<file path="config.mk">
export PLATFORM = sky130hd
export DESIGN_NAME = lzpp_any_tree
export DESIGN_NICKNAME = d
export VERILOG_FILES = /design/src/rtl/lzpp_pkg.sv /design/src/rtl/lzpp_any_tree.sv
export SDC_FILE = /design/constraint.sdc
export NUM_CORES = 1
export LEC_CHECK = 0
export ABC_AREA = 0
export BUFFER_PORTS_ARGS = -buffer_cell sky130_fd_sc_hd__buf_2
export CAP_MARGIN = 10
export CORE_AREA = 5 5 401 403
export CTS_BUF_LIST = sky130_fd_sc_hd__clkbuf_16
export CTS_CLUSTER_DIAMETER = 80
export CTS_CLUSTER_SIZE = 16
export DETAILED_ROUTE_END_ITERATION = 7
export DIE_AREA = 0 0 406 408
export GPL_TIMING_DRIVEN = 0
export HOLD_SLACK_MARGIN = 0.12
export MAX_ROUTING_LAYER = met4
export PLACE_DENSITY = 0.3
export SETUP_SLACK_MARGIN = 0.1
export SYNTH_ARGS = -nofsm -noshare
export SYNTH_HDL_FRONTEND = slang
export SYNTH_SLANG_ARGS = --single-unit
</file>
<file path="constraint.sdc">
create_clock -name clock -period 1.2 [get_ports clock]
set_input_delay 0.24 -clock clock [delete_from_list [all_inputs] [get_ports clock]]
set_output_delay 0.24 -clock clock [all_outputs]
set_load 0.01 [all_outputs]
</file>
<file path="src/rtl/lzpp_pkg.sv">
// Shared types and constants for the LZ76 phrase profile block.
// Used by the channel interfaces, the cell, the tree and the top level.
`timescale 1ns / 1ps
`default_nettype none

package lzpp_pkg;

   localparam int NUMBER_BITS = 11;
   localparam int GROUP_SIZE  = 32;

   typedef struct packed {
      logic update;
      logic starting;
      logic store;
   } lzpp_cell_ctrl_type;

   typedef enum logic [4:0] {
      ST_IDLE  = 5'b00001,
      ST_MATCH = 5'b00010,
      ST_RED1  = 5'b00100,
      ST_RED2  = 5'b01000,
      ST_FINAL = 5'b10000
   } lzpp_state_type;

endpackage

`default_nettype wire

</file>
<file path="src/rtl/lzpp_any_tree.sv">
// Two-level registered OR tree that tells whether any cell holds a match.
// Depends on lzpp_pkg for the group size.
`timescale 1ns / 1ps
`default_nettype none

module lzpp_any_tree #(
   parameter int WIDTH = 1024
) (
   input  wire              clock,
   input  wire  [WIDTH-1:0] bits,
   output logic             any
);
   import lzpp_pkg::*;

   localparam int NG1 = (WIDTH + GROUP_SIZE - 1) / GROUP_SIZE;
   localparam int NG2 = (NG1 + GROUP_SIZE - 1) / GROUP_SIZE;

   logic [NG1*GROUP_SIZE-1:0] pad1;
   logic [NG1-1:0]            lvl1_ff;
   logic [NG2*GROUP_SIZE-1:0] pad2;
   logic [NG2-1:0]            lvl2_ff;

   assign pad1 = (NG1*GROUP_SIZE)'(bits);
   assign pad2 = (NG2*GROUP_SIZE)'(lvl1_ff);

   always_ff @(posedge clock) begin
      for (int g = 0; g < NG1; g++) begin
         lvl1_ff[g] <= |pad1[g*GROUP_SIZE +: GROUP_SIZE];
      end
      for (int g = 0; g < NG2; g++) begin
         lvl2_ff[g] <= |pad2[g*GROUP_SIZE +: GROUP_SIZE];
      end
   end

   assign any = |lvl2_ff;

endmodule

`default_nettype wire

</file>
# --- Word level (Yosys, flattened, before mapping) ---
# Index checks and enable logic that the tools add are counted.
op_classes:
  n_reduce_logical: 33
op_table:
  columns: ["cell", "n"]
  rows:
  - ["$reduce_or 32->1", 33]
totals:
  regBits: 33
  out_inout_bits: 1
  wordCells: 35

# --- Longest topological paths before layout ---
depth:
  depth_word: 1
  mapped_depth: 3

# --- Worst setup path before layout ---
# Ideal clock, no wire load.
synth_path:
  path_type: "register -> register"
  from: "register lvl1_ff[24]"
  to: "register lvl2_ff (netlist: any)"
  setup_time_ns: 0.120
  t_arrival_ns: 0.840
  t_required_ns: 1.080
  setup_slack_ns: 0.240
  stages_incl_launch_ff: 4
  n_path_buf: 0
  synth_period_minus_slack_ns: 0.960
  path_cell_list: "dfxtp_1 > nor4_1 > nand4_1 > or2_1"
synth_via:
  elab_chain_len: 1
synth_lines:
  columns: ["item", "line_no", "source"]
  rows:
  - ["from (decl)", "lzpp_any_tree.sv:19", "logic [NG1-1:0] lvl1_ff;"]
  - ["from (signal, indexed assignment)", "lzpp_any_tree.sv:28", "lvl1_ff[g] <= |pad1[g*GROUP_SIZE +: GROUP_SIZE];"]
  - ["$reduce_or 32->1", "lzpp_any_tree.sv:31", "lvl2_ff[g] <= |pad2[g*GROUP_SIZE +: GROUP_SIZE];"]
  - ["to (signal, indexed assignment)", "lzpp_any_tree.sv:31", null]
  - ["to (decl)", "lzpp_any_tree.sv:21", "logic [NG2-1:0] lvl2_ff;"]
# No other way between the ends.

# --- Worst setup path after layout ---
layout_path:
  from: "register lvl1_ff[4]"
  to: "register lvl2_ff (netlist: any)"
# The elaborated chain is that of the path after synthesis.

==> results.toml <==
[route]
wl_met1_um = 22700
wl_per_cell_um = 18.2
route.detailed.drc = 0
met2_length_um = 34800
antenna_left = 0
dr.pass1.iters = 4
drt-vias-per-instance = 2.35
drt_iter0_markers = 288
top_layer_used = "met4"
wl_met3_um = 4140
routed_wl_um = 64100
vias = 8304

[timing]
final-max-slew-violation-count = 0
tightest_slew_ps = 577
slew_headroom_pct = 61.2
setup_viol = 2
setup_ws_ps = -482
hold_viol = 0
fmax_mhz = 595
rsz0062_at_grt = "true"
finalClockSkew_ps = 20.0
timing.final.crit_share_pct = 140
fin_crit_ps = 1680

[clock_tree]
clkTransAtPathRegs_ps = 90
h-tree-depth = 2
numCtsBuffers = 5
insertion_delay_ps = 340
cts_tree = "done"
cts_num_sinks = 33
clk_path_buf_depth = 2
root_buffer = "clkbuf_16"

[logic_synthesis]
postSynthCellCount = 396
synthesis.nets = 1421
async_reset_ff_share_pct = 0
synth_top_cell_area_share_pct = 46.1
yosys-top-cells-count = "nor4_1, nand4_1, dfxtp_1, nor4_2, or2_1"
seq_area_frac_synth_pct = 21.1
yosysWarnings = 0
ys_top_cells_by_area = "nor4_1, dfxtp_1, nand4_1"
syn_avg_cell_area_um2 = 7.92
synth_area_um2 = 3140
yosys.area.top_type = "nor4_1"
synth_seq_cells = 33
synth_most_common_cell = "nor4_1"
synth_edf_count = 0
ys_types = 5
synthFlopType = "dfxtp_1"

[finish]
syn_to_final_growth_pct = 272
layout.nets = 2459
finalNonFillerCells = 3531
drive_gt1_share_pct = 77.6

[power_and_ir_drop]
peakVddDrop_v = 0.000481
leakagePower_uw = 0.00469
powerDensity_nw_per_um2 = 452
total_power_uw = 5270

[global_routing]
grt_max_degree = 12
grt-ovfl-total = 0
track_usage_pct = 7.42
grt_pass1_vias = 9281
grt_pass1_wl_um = 78900
antenna_found_initial = 30

[floorplanning]
die_area_um2 = 166000
die_h_um = 408
die_x_um = 406
core_area_um2 = 157000
rows = 146
ios = 1026
start_util_pct = 2.00

[placed_design]
dp_hpwl_um = 60500
portBuffers = 1025
place_inst = 3499
post-place-ws_ps = -1120
gp_congestion = 0.930

[run_status]
violations = "setup timing"
outcome = "finished, violations left"

[worst_setup_path]
path_cells = "nor4_4, nand4_1, or2_1"
slowest_stage = "nand4_1"
crit_type = "flip-flop to flip-flop"
cpPeakStageDelay_ps = 420
cp-start-kind = "flip-flop"
cp.required_ps = 1400
end_kind = "flip-flop"
cp_max_fo = 1
crit_arrival_ps = 1880

[flow_run]
maxCapViolCount = 0

[min_path]
hp-class = "input pin to flip-flop"
## power breakdown
part / switching, µW / internal (µW) / leakage, µW
Sequential: 0.000000789 / 1090 / 0.000266
Combinational: 1010 / 1350 / 0.00435
Clock: 840 / 983 / 0.0000776
## critical path, delay by kind of cell (launching register included)
family / cells / cell delay, ps
flip-flops: 1 / 340
AND/OR/NAND/NOR: 3 / 1190
## cell usage in the layout (no fill, tap or decap)
| cell type | n |
|---|---|
| or2_4 | 1 |
| buf_8 | 1 |
| nand4_1 | 66 |
| bufinv_16 | 1 |
| nor4_4 | 18 |
| diode_2 | 24 |
| clkinv_1 | 1 |
| or2_1 | 32 |
| nor4_1 | 192 |
| buf_6 | 18 |
| dfxtp_2 | 1 |
| clkbuf_16 | 5 |
| dfxtp_4 | 2 |
| buf_2 | 1009 |
| clkinvlp_4 | 1 |
| nor4_2 | 54 |
| buf_4 | 3 |
| dfxtp_1 | 30 |
## layout make-up
type | instances | area (µm²)
fill | 18700 | 145000
clock buffer | 5 | 125
antenna | 24 | 60.1
clock inverter | 3 | 41.3
sequential | 33 | 669
multi-input combinational | 363 | 2880
timing repair buffer | 1031 | 5290
tap | 2072 | 2590
## metal layers
| metal | track usage [%] | vias to the layer above |
|---|---|---|
| li1 | - | 3954 |
| met1 | 7.65 | 3765 |
| met2 | 14.0 | 517 |
| met3 | 1.01 | 68 |
| met4 | 3.16 | 0 |
| met5 | - | - |
## kinds of logic (layout without fill, tap and decap cells)
family | after synthesis | after routing | share of synthesized area (%)
buffers and inverters | 0 | 1039 | 0
DFF | 33 | 33 | 21.1
other | 0 | 24 | 0
and+or+nand+nor | 363 | 363 | 78.9
## through the flow
stage / hold slack (ps) / util, % / cell area (µm²) / setup TNS, ps
after floorplan: 413 / - / 3140 / 0
after CTS: 127 / 7.30 / 11500 / -1150
after detailed placement: 540 / 6.97 / 11000 / -11510
after global placement: 536 / 6.91 / 10900 / -18570
final: 180 / 7.42 / 11700 / -510
after global routing: 174 / 7.40 / 11600 / -954
## flip-flops by register name, summed over array words and instances (netlist names)
name / flops
any: 1
lvl1_ff: 32
## worst paths after layout
path | slack, ps | depth (start not counted) | to | startpoint
worst max-delay path | -480 | 3 | any$_DFF_P_ | lvl1_ff[4]$_DFF_P_
worst min-delay path | 180 | 4 | lvl1_ff[13]$_DFF_P_ | bits[438]
worst max register to register | -480 | 3 | any$_DFF_P_ | lvl1_ff[4]$_DFF_P_
worst min register to register | 610 | 3 | any$_DFF_P_ | lvl1_ff[23]$_DFF_P_
## what timing repair did
item | 4_1_cts | 5_1_grt
buffers inserted | 0 | 0
gates resized for setup | 55 | 22
setup endpoints to repair | 15 | 9
hold buffers | 0 | 0
pin swaps | 22 | 17
Power figures use the tool's default switching activity.
