## config.mk

```make
export PLATFORM = sky130hd
export DESIGN_NAME = lzpp_cell
export DESIGN_NICKNAME = d
export VERILOG_FILES = /design/src/rtl/lzpp_pkg.sv /design/src/rtl/lzpp_cell.sv
export SDC_FILE = /design/constraint.sdc
export NUM_CORES = 1
export LEC_CHECK = 0
export BUFFER_PORTS_ARGS = -buffer_cell sky130_fd_sc_hd__buf_2
export CAP_MARGIN = 20
export CORE_AREA = 2 2 39 41
export DETAILED_ROUTE_END_ITERATION = 12
export DIE_AREA = 0 0 41 43
export SYNTH_ARGS = -nofsm -noshare
export SYNTH_HDL_FRONTEND = slang
export SYNTH_SLANG_ARGS = --single-unit
```

## constraint.sdc

```tcl
create_clock -name clock -period 1.7 [get_ports clock]
set_input_delay 0.51 -clock clock [delete_from_list [all_inputs] [get_ports clock]]
set_output_delay 0.51 -clock clock [all_outputs]
set_load 0.01 [all_outputs]
```

## src/rtl/lzpp_pkg.sv

```systemverilog
// Shared types and constants for the LZ76 phrase profile block.
// Used by the channel interfaces, the cell, the tree and the top level.
`timescale 1ns / 1ps
`default_nettype none

package lzpp_pkg;

   localparam int NUMBER_BITS = 11;
   localparam int GROUP_SIZE  = 32;

   typedef struct packed {
      logic update;
      logic starting;
      logic store;
   } lzpp_cell_ctrl_type;

   typedef enum logic [4:0] {
      ST_IDLE  = 5'b00001,
      ST_MATCH = 5'b00010,
      ST_RED1  = 5'b00100,
      ST_RED2  = 5'b01000,
      ST_FINAL = 5'b10000
   } lzpp_state_type;

endpackage

`default_nettype wire

```

## src/rtl/lzpp_cell.sv

```systemverilog
// One history position: stored symbol and the match-end flag of the phrase.
// The match flag is handed to the next cell. Depends on lzpp_pkg.
`timescale 1ns / 1ps
`default_nettype none

module lzpp_cell #(
   parameter int SYMBOL_BITS = 8,
   parameter int POS_BITS    = 11,
   parameter int INDEX       = 0
) (
   input  wire                           clock,
   input  lzpp_pkg::lzpp_cell_ctrl_type  ctrl,
   input  wire  [POS_BITS-1:0]           pos,
   input  wire  [SYMBOL_BITS-1:0]        symbol,
   input  wire                           match_prev,
   output logic                          match_out
);
   import lzpp_pkg::*;

   logic [SYMBOL_BITS-1:0] hist_ff;
   logic                   match_ff;
   logic                   match_in;
   logic                   live;

   assign live     = POS_BITS'(INDEX) < pos;
   assign match_in = live && (hist_ff == symbol) && (ctrl.starting || match_prev);
   assign match_out = match_ff;

   always_ff @(posedge clock) begin
      if (ctrl.update) begin
         match_ff <= match_in;
         if (ctrl.store && (pos == POS_BITS'(INDEX))) begin
            hist_ff <= symbol;
         end
      end
   end

endmodule

`default_nettype wire

```

Yosys cells after proc, flatten, opt, wreduce, memory -nomap -nowiden
Index checks and enable logic that the tools add are counted.

Flip-flop bits (word level): 9. Bits of input ports: 24. Output and inout bits: 1. Logic and storage cells: 10.

$lt $le $gt $ge: 1. Eq/ne operators: 1. Reductions and logical operators: 6.

Operators with widths (number): 11-bit logical NOT (1); 1-bit by 11-bit < comparator with 1-bit output (first input constant) (1); 8-bit equality test (1); 1-bit logical AND (3); 2-bit AND reduction (1); 1-bit logical OR (1).

Logic depth before layout (Yosys ltp)
Gate-level depths: netlist (run 1).

Depth in word-level cells: 3. Mapped depth: 3. Gate-level depth less buffers: 3.

Least setup slack after synthesis (run 1)
Ideal clock, no wire load.

Path type: in2reg. From: input port pos[3]. To: register hist_ff[0] (enable). Setup time: 332 ps. Arrival time: 1227 ps. Required time: 1368 ps. Setup slack: 142 ps. Stages on the path: 3. Buffers on the path: 0. Cells stage by stage: nor4_1 > and3_1 > and3_1.

Longest elaborated chain between the ends: 3.

RTL lines: from (decl) (line lzpp_cell.sv:13) `input wire [POS_BITS-1:0] pos,`; 11-bit logical NOT (line lzpp_cell.sv:32) `if (ctrl.store && (pos == POS_BITS'(INDEX))) begin`; 1-bit logical AND (line lzpp_cell.sv:32); 2-bit AND reduction (no line); to (signal assigned) (line lzpp_cell.sv:33) `hist_ff <= symbol;`; to (decl) (line lzpp_cell.sv:20) `logic [SYMBOL_BITS-1:0] hist_ff;`.

Every way passes these cells. A chain may end at the register's enable or synchronous reset.

Worst setup path after layout (run 1)
From: input port pos[5]. To: register hist_ff[4] (enable).

Same word-level chain as after synthesis.

==> results of run 1 <==
==> worst reg2reg max path, cell delays in order (launching register included) <==
cell and delay (ns):
edfxtp_1 0.37, xnor2_1 0.15, nand3_1 0.11, nor4_1 0.27
==> cell families (layout without fill, tap and decap cells) <==
kind of cell | count (synthesis) | count (layout) | share of synthesized area, %
DFF | 9 | 9 | 68.8
xor gates and xnor gates | 8 | 8 | 17.8
and+or+nand+nor | 8 | 8 | 12.1
AOI/OAI and AO/OA | 1 | 1 | 1.27
buffers and inverters | 0 | 30 | 0
==> power groups by stage <==
| stage | registers [mW] | logic, mW | clock network [mW] |
|---|---|---|---|
| after floorplan | 0.251 | 0.0109 | 0 |
| after global placement | 0.250 | 0.0437 | 0 |
| after detailed placement | 0.250 | 0.0440 | 0 |
| after CTS | 0.246 | 0.0441 | 0.159 |
| after global routing | 0.246 | 0.0488 | 0.172 |
| final | 0.246 | 0.0430 | 0.154 |
==> cell usage in the layout (no fill, tap or decap), drive strengths merged <==
| cell | synthesis | routed |
|---|---|---|
| clkbuf | 0 | 4 |
| buf | 0 | 26 |
| nor4 | 3 | 3 |
| o21ai | 1 | 1 |
| nand3 | 1 | 1 |
| nand4 | 1 | 1 |
| xnor2 | 8 | 8 |
| edfxtp | 9 | 9 |
| nor3 | 1 | 1 |
| and3 | 2 | 2 |
==> stage by stage <==
stage,cells,cell area [um^2],util (%)
4_1_cts,72,574,41.5
3_3_place_gp,68,548,39.6
3_5_place_dp,68,548,39.6
6_report,72,574,41.5
5_1_grt,72,574,41.5
2_1_floorplan,26,393,-
==> area by class of cell <==
type / instances / area (um^2) / area share [%]
clock buffers: 4 / 26.3 / 4.58
multi-input cells: 17 / 123 / 21.4
flip-flops and latches: 9 / 270 / 47.1
well taps: 16 / 20.0 / 3.49
repair buffers: 26 / 135 / 23.5
==> registers in the layout, summed over array words and instances, names as in the netlist <==
register / flops
hist_ff: 8
match_out: 1
==> how the worst max path moves through the flow <==
stage | to
after global placement | hist_ff[2]
after floorplan | hist_ff[0]
after CTS | hist_ff[4]
final | hist_ff[4]
after global routing | hist_ff[4]
after detailed placement | hist_ff[2]
==> metal layers <==
metal / share of wire [%] / track usage (%) / routed length [um]
met5: 0 / 0 / 0
met4: 0 / 10.0 / 0
met1: 34 / 10.9 / 238
met2: 55 / 16.3 / 385
met3: 10 / 3.14 / 73
==> reports/qor.csv, run 1 <==
metric;value;unit
status;finished clean;
post_synth_main_area_contributors;edfxtp_1 69%, xnor2_1 18%, nor4_1 4.8%;
setup_tns;0;ns
n_antenna_cell;0;
critPathTopFamily;simple AND/OR/NAND/NOR gates;
swShare;18.1;%
timing.rr.start;hist_ff[0];
cts.clk_slew.worst_paths;0.06;ns
synth_top_area_share;68.8;%
cts.sinks;9;
core;1380;um^2
avgSynthCellArea;15.1;um^2
min_to;hist_ff[7];
grt_pass1_vias;315;
combPwrFrac;9.7;%
clockBufferDepth;2;
drive_gt1_share;51.8;%
die_area;1760;um^2
hold_path.startpoint;symbol[7];
synthCells;26;
cpPeakStageDelay;0.25;ns
rsz0062_at_grt;false;
crit_start;pos[5];
die_w;41;um
first_pass_iters;4;
post_cts_resize_count;0;
finalWirelength;697;um
vdd_drop_max;0.286;mV
rrSetupSlack;0.63;ns
seq_area_frac_synth;68.8;%
area_delta_synth_final;46.2;%
route.detailed.drc;0;
pre_cts_slack;0.0331;ns
grt_usage;10.7;%
p_per_area;771;nW/um^2
cp_slowest_cell;nor4_1;
nFillCells;133;
insertion_delay;0.25;ns
yosys.area.top_type;edfxtp_1;
tightest_slew;0.211;ns
worst_clock_skew;0.00540;ns
power_frac_seq;55.5;%
hold_path_class;primary input to flip-flop;
ys.flop_type;edfxtp_1;
grt-ovfl-total;0;
drt_iter0_drc;10;
rows;14;
hold_viol_final;0;
synth_common_cells;9 x edfxtp_1, 8 x xnor2_1, 3 x nor4_1;
p_leak;0.235;nW
yosys.cell_count.top_type;edfxtp_1;
hold_buffers;0;
crit_fanout;4;
path_buf_inv;2;
crit_cells;5;
path_cells;buf_2 > nor4_1 > and3_1 > and3_1 > buf_4;
reg2reg_to;match_out;
endpoint_kind;flip-flop;
worstSetupPathType;primary input to flip-flop;
initial_utilization;28.4;%
async_flop_share;0;%
holdWs;0.459;ns
cp_data_required_time;1.67;ns
cp.arrival;1.37;ns
portBuffers;24;
crit_top_cell;and3_1;
rr_worst_depth;3;
slew_violations;0;
ant_nets;0;
syn_nets;50;
cap_viol_max_count;0;
die_y;43;um
switchingPower;0.0803;mW
hold_depth;1;
grt_pass1_wl;1190;um
post_drt_wl_per_cell;9.68;um
antenna_found_initial;0;
intPower;0.362;mW
synth_edf_count;9;
cts_root_buf;clkbuf_4;
total_power;0.443;mW
ios;25;
yosys_warnings;0;
postCtsSetupRepairBufs;0;
dr_total_vias;328;
cts_buffers;3;
slew_headroom;85.8;%
nets;81;
min_period_over_period;82.5;%
gp_congestion;0.606;
place_hpwl;631;um
clock.fmax;713;MHz
cts_tree;built;
grt_max_degree;6;
synth_seq_cells;9;
post_drt_via_cell_ratio;4.56;
pwr-share-clk;34.7;%
startpoint_type;primary input;
finalSetupViolations;0;
fin_ws;0.297;ns
cts_htree_levels;1;
yosys.cell_types.count;8;
syn_area;393;um^2
period_needed;1.40;ns
Note: power is estimated with default switching activity, not from simulation.
==> inputs of run 2 (changes only) <==
--- a/config.mk
+++ b/config.mk
@@ -5,11 +5,13 @@
 export SDC_FILE = /design/constraint.sdc
 export NUM_CORES = 1
 export LEC_CHECK = 0
+export ABC_AREA = 1
 export BUFFER_PORTS_ARGS = -buffer_cell sky130_fd_sc_hd__buf_2
 export CAP_MARGIN = 20
 export CORE_AREA = 2 2 39 41
 export DETAILED_ROUTE_END_ITERATION = 12
 export DIE_AREA = 0 0 41 43
+export PLACE_DENSITY = 0.68
 export SYNTH_ARGS = -nofsm -noshare
 export SYNTH_HDL_FRONTEND = slang
 export SYNTH_SLANG_ARGS = --single-unit
==> constraint.sdc (replaced) <==
create_clock -name clock -period 1.2 [get_ports clock]
set_input_delay 0.36 -clock clock [delete_from_list [all_inputs] [get_ports clock]]
set_output_delay 0.36 -clock clock [all_outputs]
set_load 0.01 [all_outputs]
==> run 2 against run 1 <==
Synthesized cell count up 130%. Combinational power up 72%. Non-clock buffer count down 1. Power up 46%. Sequential share of layout area down 6.5 points. Clock skew down 0.0051 ns. Register-to-register slack worse by 0.40 ns. Final cell count up 46%. Sequential cell count unchanged. Critical endpoint is now hist_ff[5].
==> reports/qor.csv, run 2 <==
metric;value;unit
ant_nets;0;
core;1380;um^2
cts_htree_levels;1;
reg2reg_to;match_out;
synth_top_area_share;57.0;%
p_leak;0.339;nW
crit_fanout;8;
postCtsSetupRepairBufs;0;
synth_edf_count;9;
cts_buffers;3;
async_flop_share;0;%
post_drt_wl_per_cell;8.07;um
synthCells;60;
grt_max_degree;9;
pre_cts_slack;-0.191;ns
worstSetupPathType;primary input to flip-flop;
fin_ws;0.0917;ns
setup_tns;0;ns
cts.sinks;9;
dr_total_vias;425;
cp.arrival;1.05;ns
intPower;0.514;mW
swShare;20.2;%
power_frac_seq;53.8;%
cp_slowest_cell;nor2_4;
timing.rr.start;hist_ff[3];
tightest_slew;0.245;ns
area_delta_synth_final;40.4;%
vdd_drop_max;0.448;mV
syn_area;474;um^2
route.detailed.drc;0;
grt-ovfl-total;0;
grt_usage;12.4;%
first_pass_iters;2;
holdWs;0.296;ns
cpPeakStageDelay;0.24;ns
grt_pass1_vias;372;
endpoint_kind;flip-flop;
rr_worst_depth;4;
switchingPower;0.130;mW
place_area;629;um^2
nFillCells;141;
top_register;hist_ff;
p_per_area;967;nW/um^2
slew_violations;0;
drt_iter0_drc;6;
largest_register_ffs;8;
startpoint_type;primary input;
die_w;41;um
die_area;1760;um^2
period_needed;1.11;ns
finalSetupViolations;0;
post_drt_via_cell_ratio;4.05;
rows;14;
cts_root_buf;clkbuf_4;
antenna_found_initial;0;
layout_commonest_cell;buf_2;
min_period_over_period;92.4;%
path_cells;buf_2 > nor2_2 > nand2_1 > nor2_1 > nand2_2 > nor2_4;
insertion_delay;0.25;ns
synth_common_cells;18 x nand2_1, 13 x inv_1, 13 x nor2_1;
total_power;0.644;mW
finalWirelength;847;um
yosys.cell_count.top_type;nand2_1;
rrSetupSlack;0.23;ns
clock.fmax;902;MHz
final_cell_mix;24 x buf_2, 17 x nand2_1, 13 x inv_1, 9 x nor2_1, 9 x edfxtp_1;
cap_viol_max_count;0;
synth_seq_cells;9;
gp_congestion;0.714;
yosys.area.top_type;edfxtp_1;
utilization;48.1;%
multi_input_comb_area;173;um^2
nets;114;
seq_area;270;um^2
syn_nets;84;
finalNonFillerCells;105;
status;finished clean;
n_antenna_cell;0;
yosys_warnings;0;
die_y;43;um
yosys.cell_types.count;8;
place_hpwl;722;um
initial_utilization;34.3;%
cts.clk_slew.worst_paths;0.06;ns
drive_gt1_share;37.1;%
clockBufferDepth;2;
avgSynthCellArea;7.90;um^2
cp-endpoint;hist_ff[5];
hold_path_class;primary input to flip-flop;
portBuffers;24;
combPwrFrac;11.5;%
slew_headroom;83.6;%
ios;25;
cts_tree;built;
dp_cells;101;
worst_clock_skew;0.000341;ns
grt_pass1_wl;1410;um
post-route-cell-area;666;um^2
hold_viol_final;0;
pwr-share-clk;34.7;%
crit_start;pos[2];
hold_buffers;0;
seq_area_frac_synth;57.0;%
ys.flop_type;edfxtp_1;
cp_data_required_time;1.14;ns
post_synth_main_area_contributors;edfxtp_1 57%, nand2_1 14%, inv_1 10%;
## run 2: cell types whose count changed in the layout (fill, tap and decap cells not counted), moves of 2 or more
| cell | previous run | this run |
|---|---|---|
| inv_1 | 0 | 13 |
| and3_1 | 2 | 0 |
| nand2_1 | 0 | 17 |
| nor2_1 | 0 | 9 |
| xnor2_1 | 8 | 1 |
| nor2_2 | 0 | 3 |
| o21ai_1 | 0 | 2 |
| nor4_1 | 3 | 0 |
## run 2: cell type report
class | count | area share, %
tap | 16 | 3.01
multi-input combinational | 38 | 25.9
clock buffer | 4 | 3.95
timing repair buffer | 25 | 19.2
inverter | 13 | 7.33
sequential | 9 | 40.6
## run 2: routing by layer
layer | part of all wire [%] | track usage, % | vias up
met1 | 43 | 14.7 | 177
met2 | 52 | 16.9 | 8
met4 | 0 | 8.00 | 0
li1 | - | - | 240
met5 | 0 | 0 | -
met3 | 4.5 | 6.28 | 0
## run 2: what timing repair did
item	CTS	global route
gates resized for setup	0	4
endpoints found under the setup margin	0	8
hold endpoints to repair	0	0
## run 2: cell families (layout without fill, tap and decap cells)
group	after synthesis	in the layout	share of synthesized area [%]
simple gates	33	33	26.6
buf+inv	13	42	10.3
flops	9	9	57.0
compound gates	4	4	4.22
xor+xnor	1	1	1.85
## run 2: critical path, delay by kind of cell
kind / cells / cell delay, ns
buffers and inverters: 1 / 0.10
AND/OR/NAND/NOR: 5 / 0.59
## run 2: worst min path at each step
stage                     startpoint    endpoint  cells after the start
after floorplan            symbol[0]  hist_ff[0]                      0
after CTS                  symbol[1]  hist_ff[1]                      1
after global routing       symbol[1]  hist_ff[1]                      1
after global placement     symbol[1]  hist_ff[1]                      1
final                      symbol[1]  hist_ff[1]                      1
after detailed placement   symbol[1]  hist_ff[1]                      1
## run 2: power by group through the flow
stage	registers (mW)	logic, mW	clock network, mW
floorplan	0.354	0.0259	0
global placement	0.353	0.0697	0
finish	0.347	0.0739	0.223
global route	0.347	0.0849	0.253
detailed placement	0.353	0.0722	0
CTS	0.347	0.0722	0.235
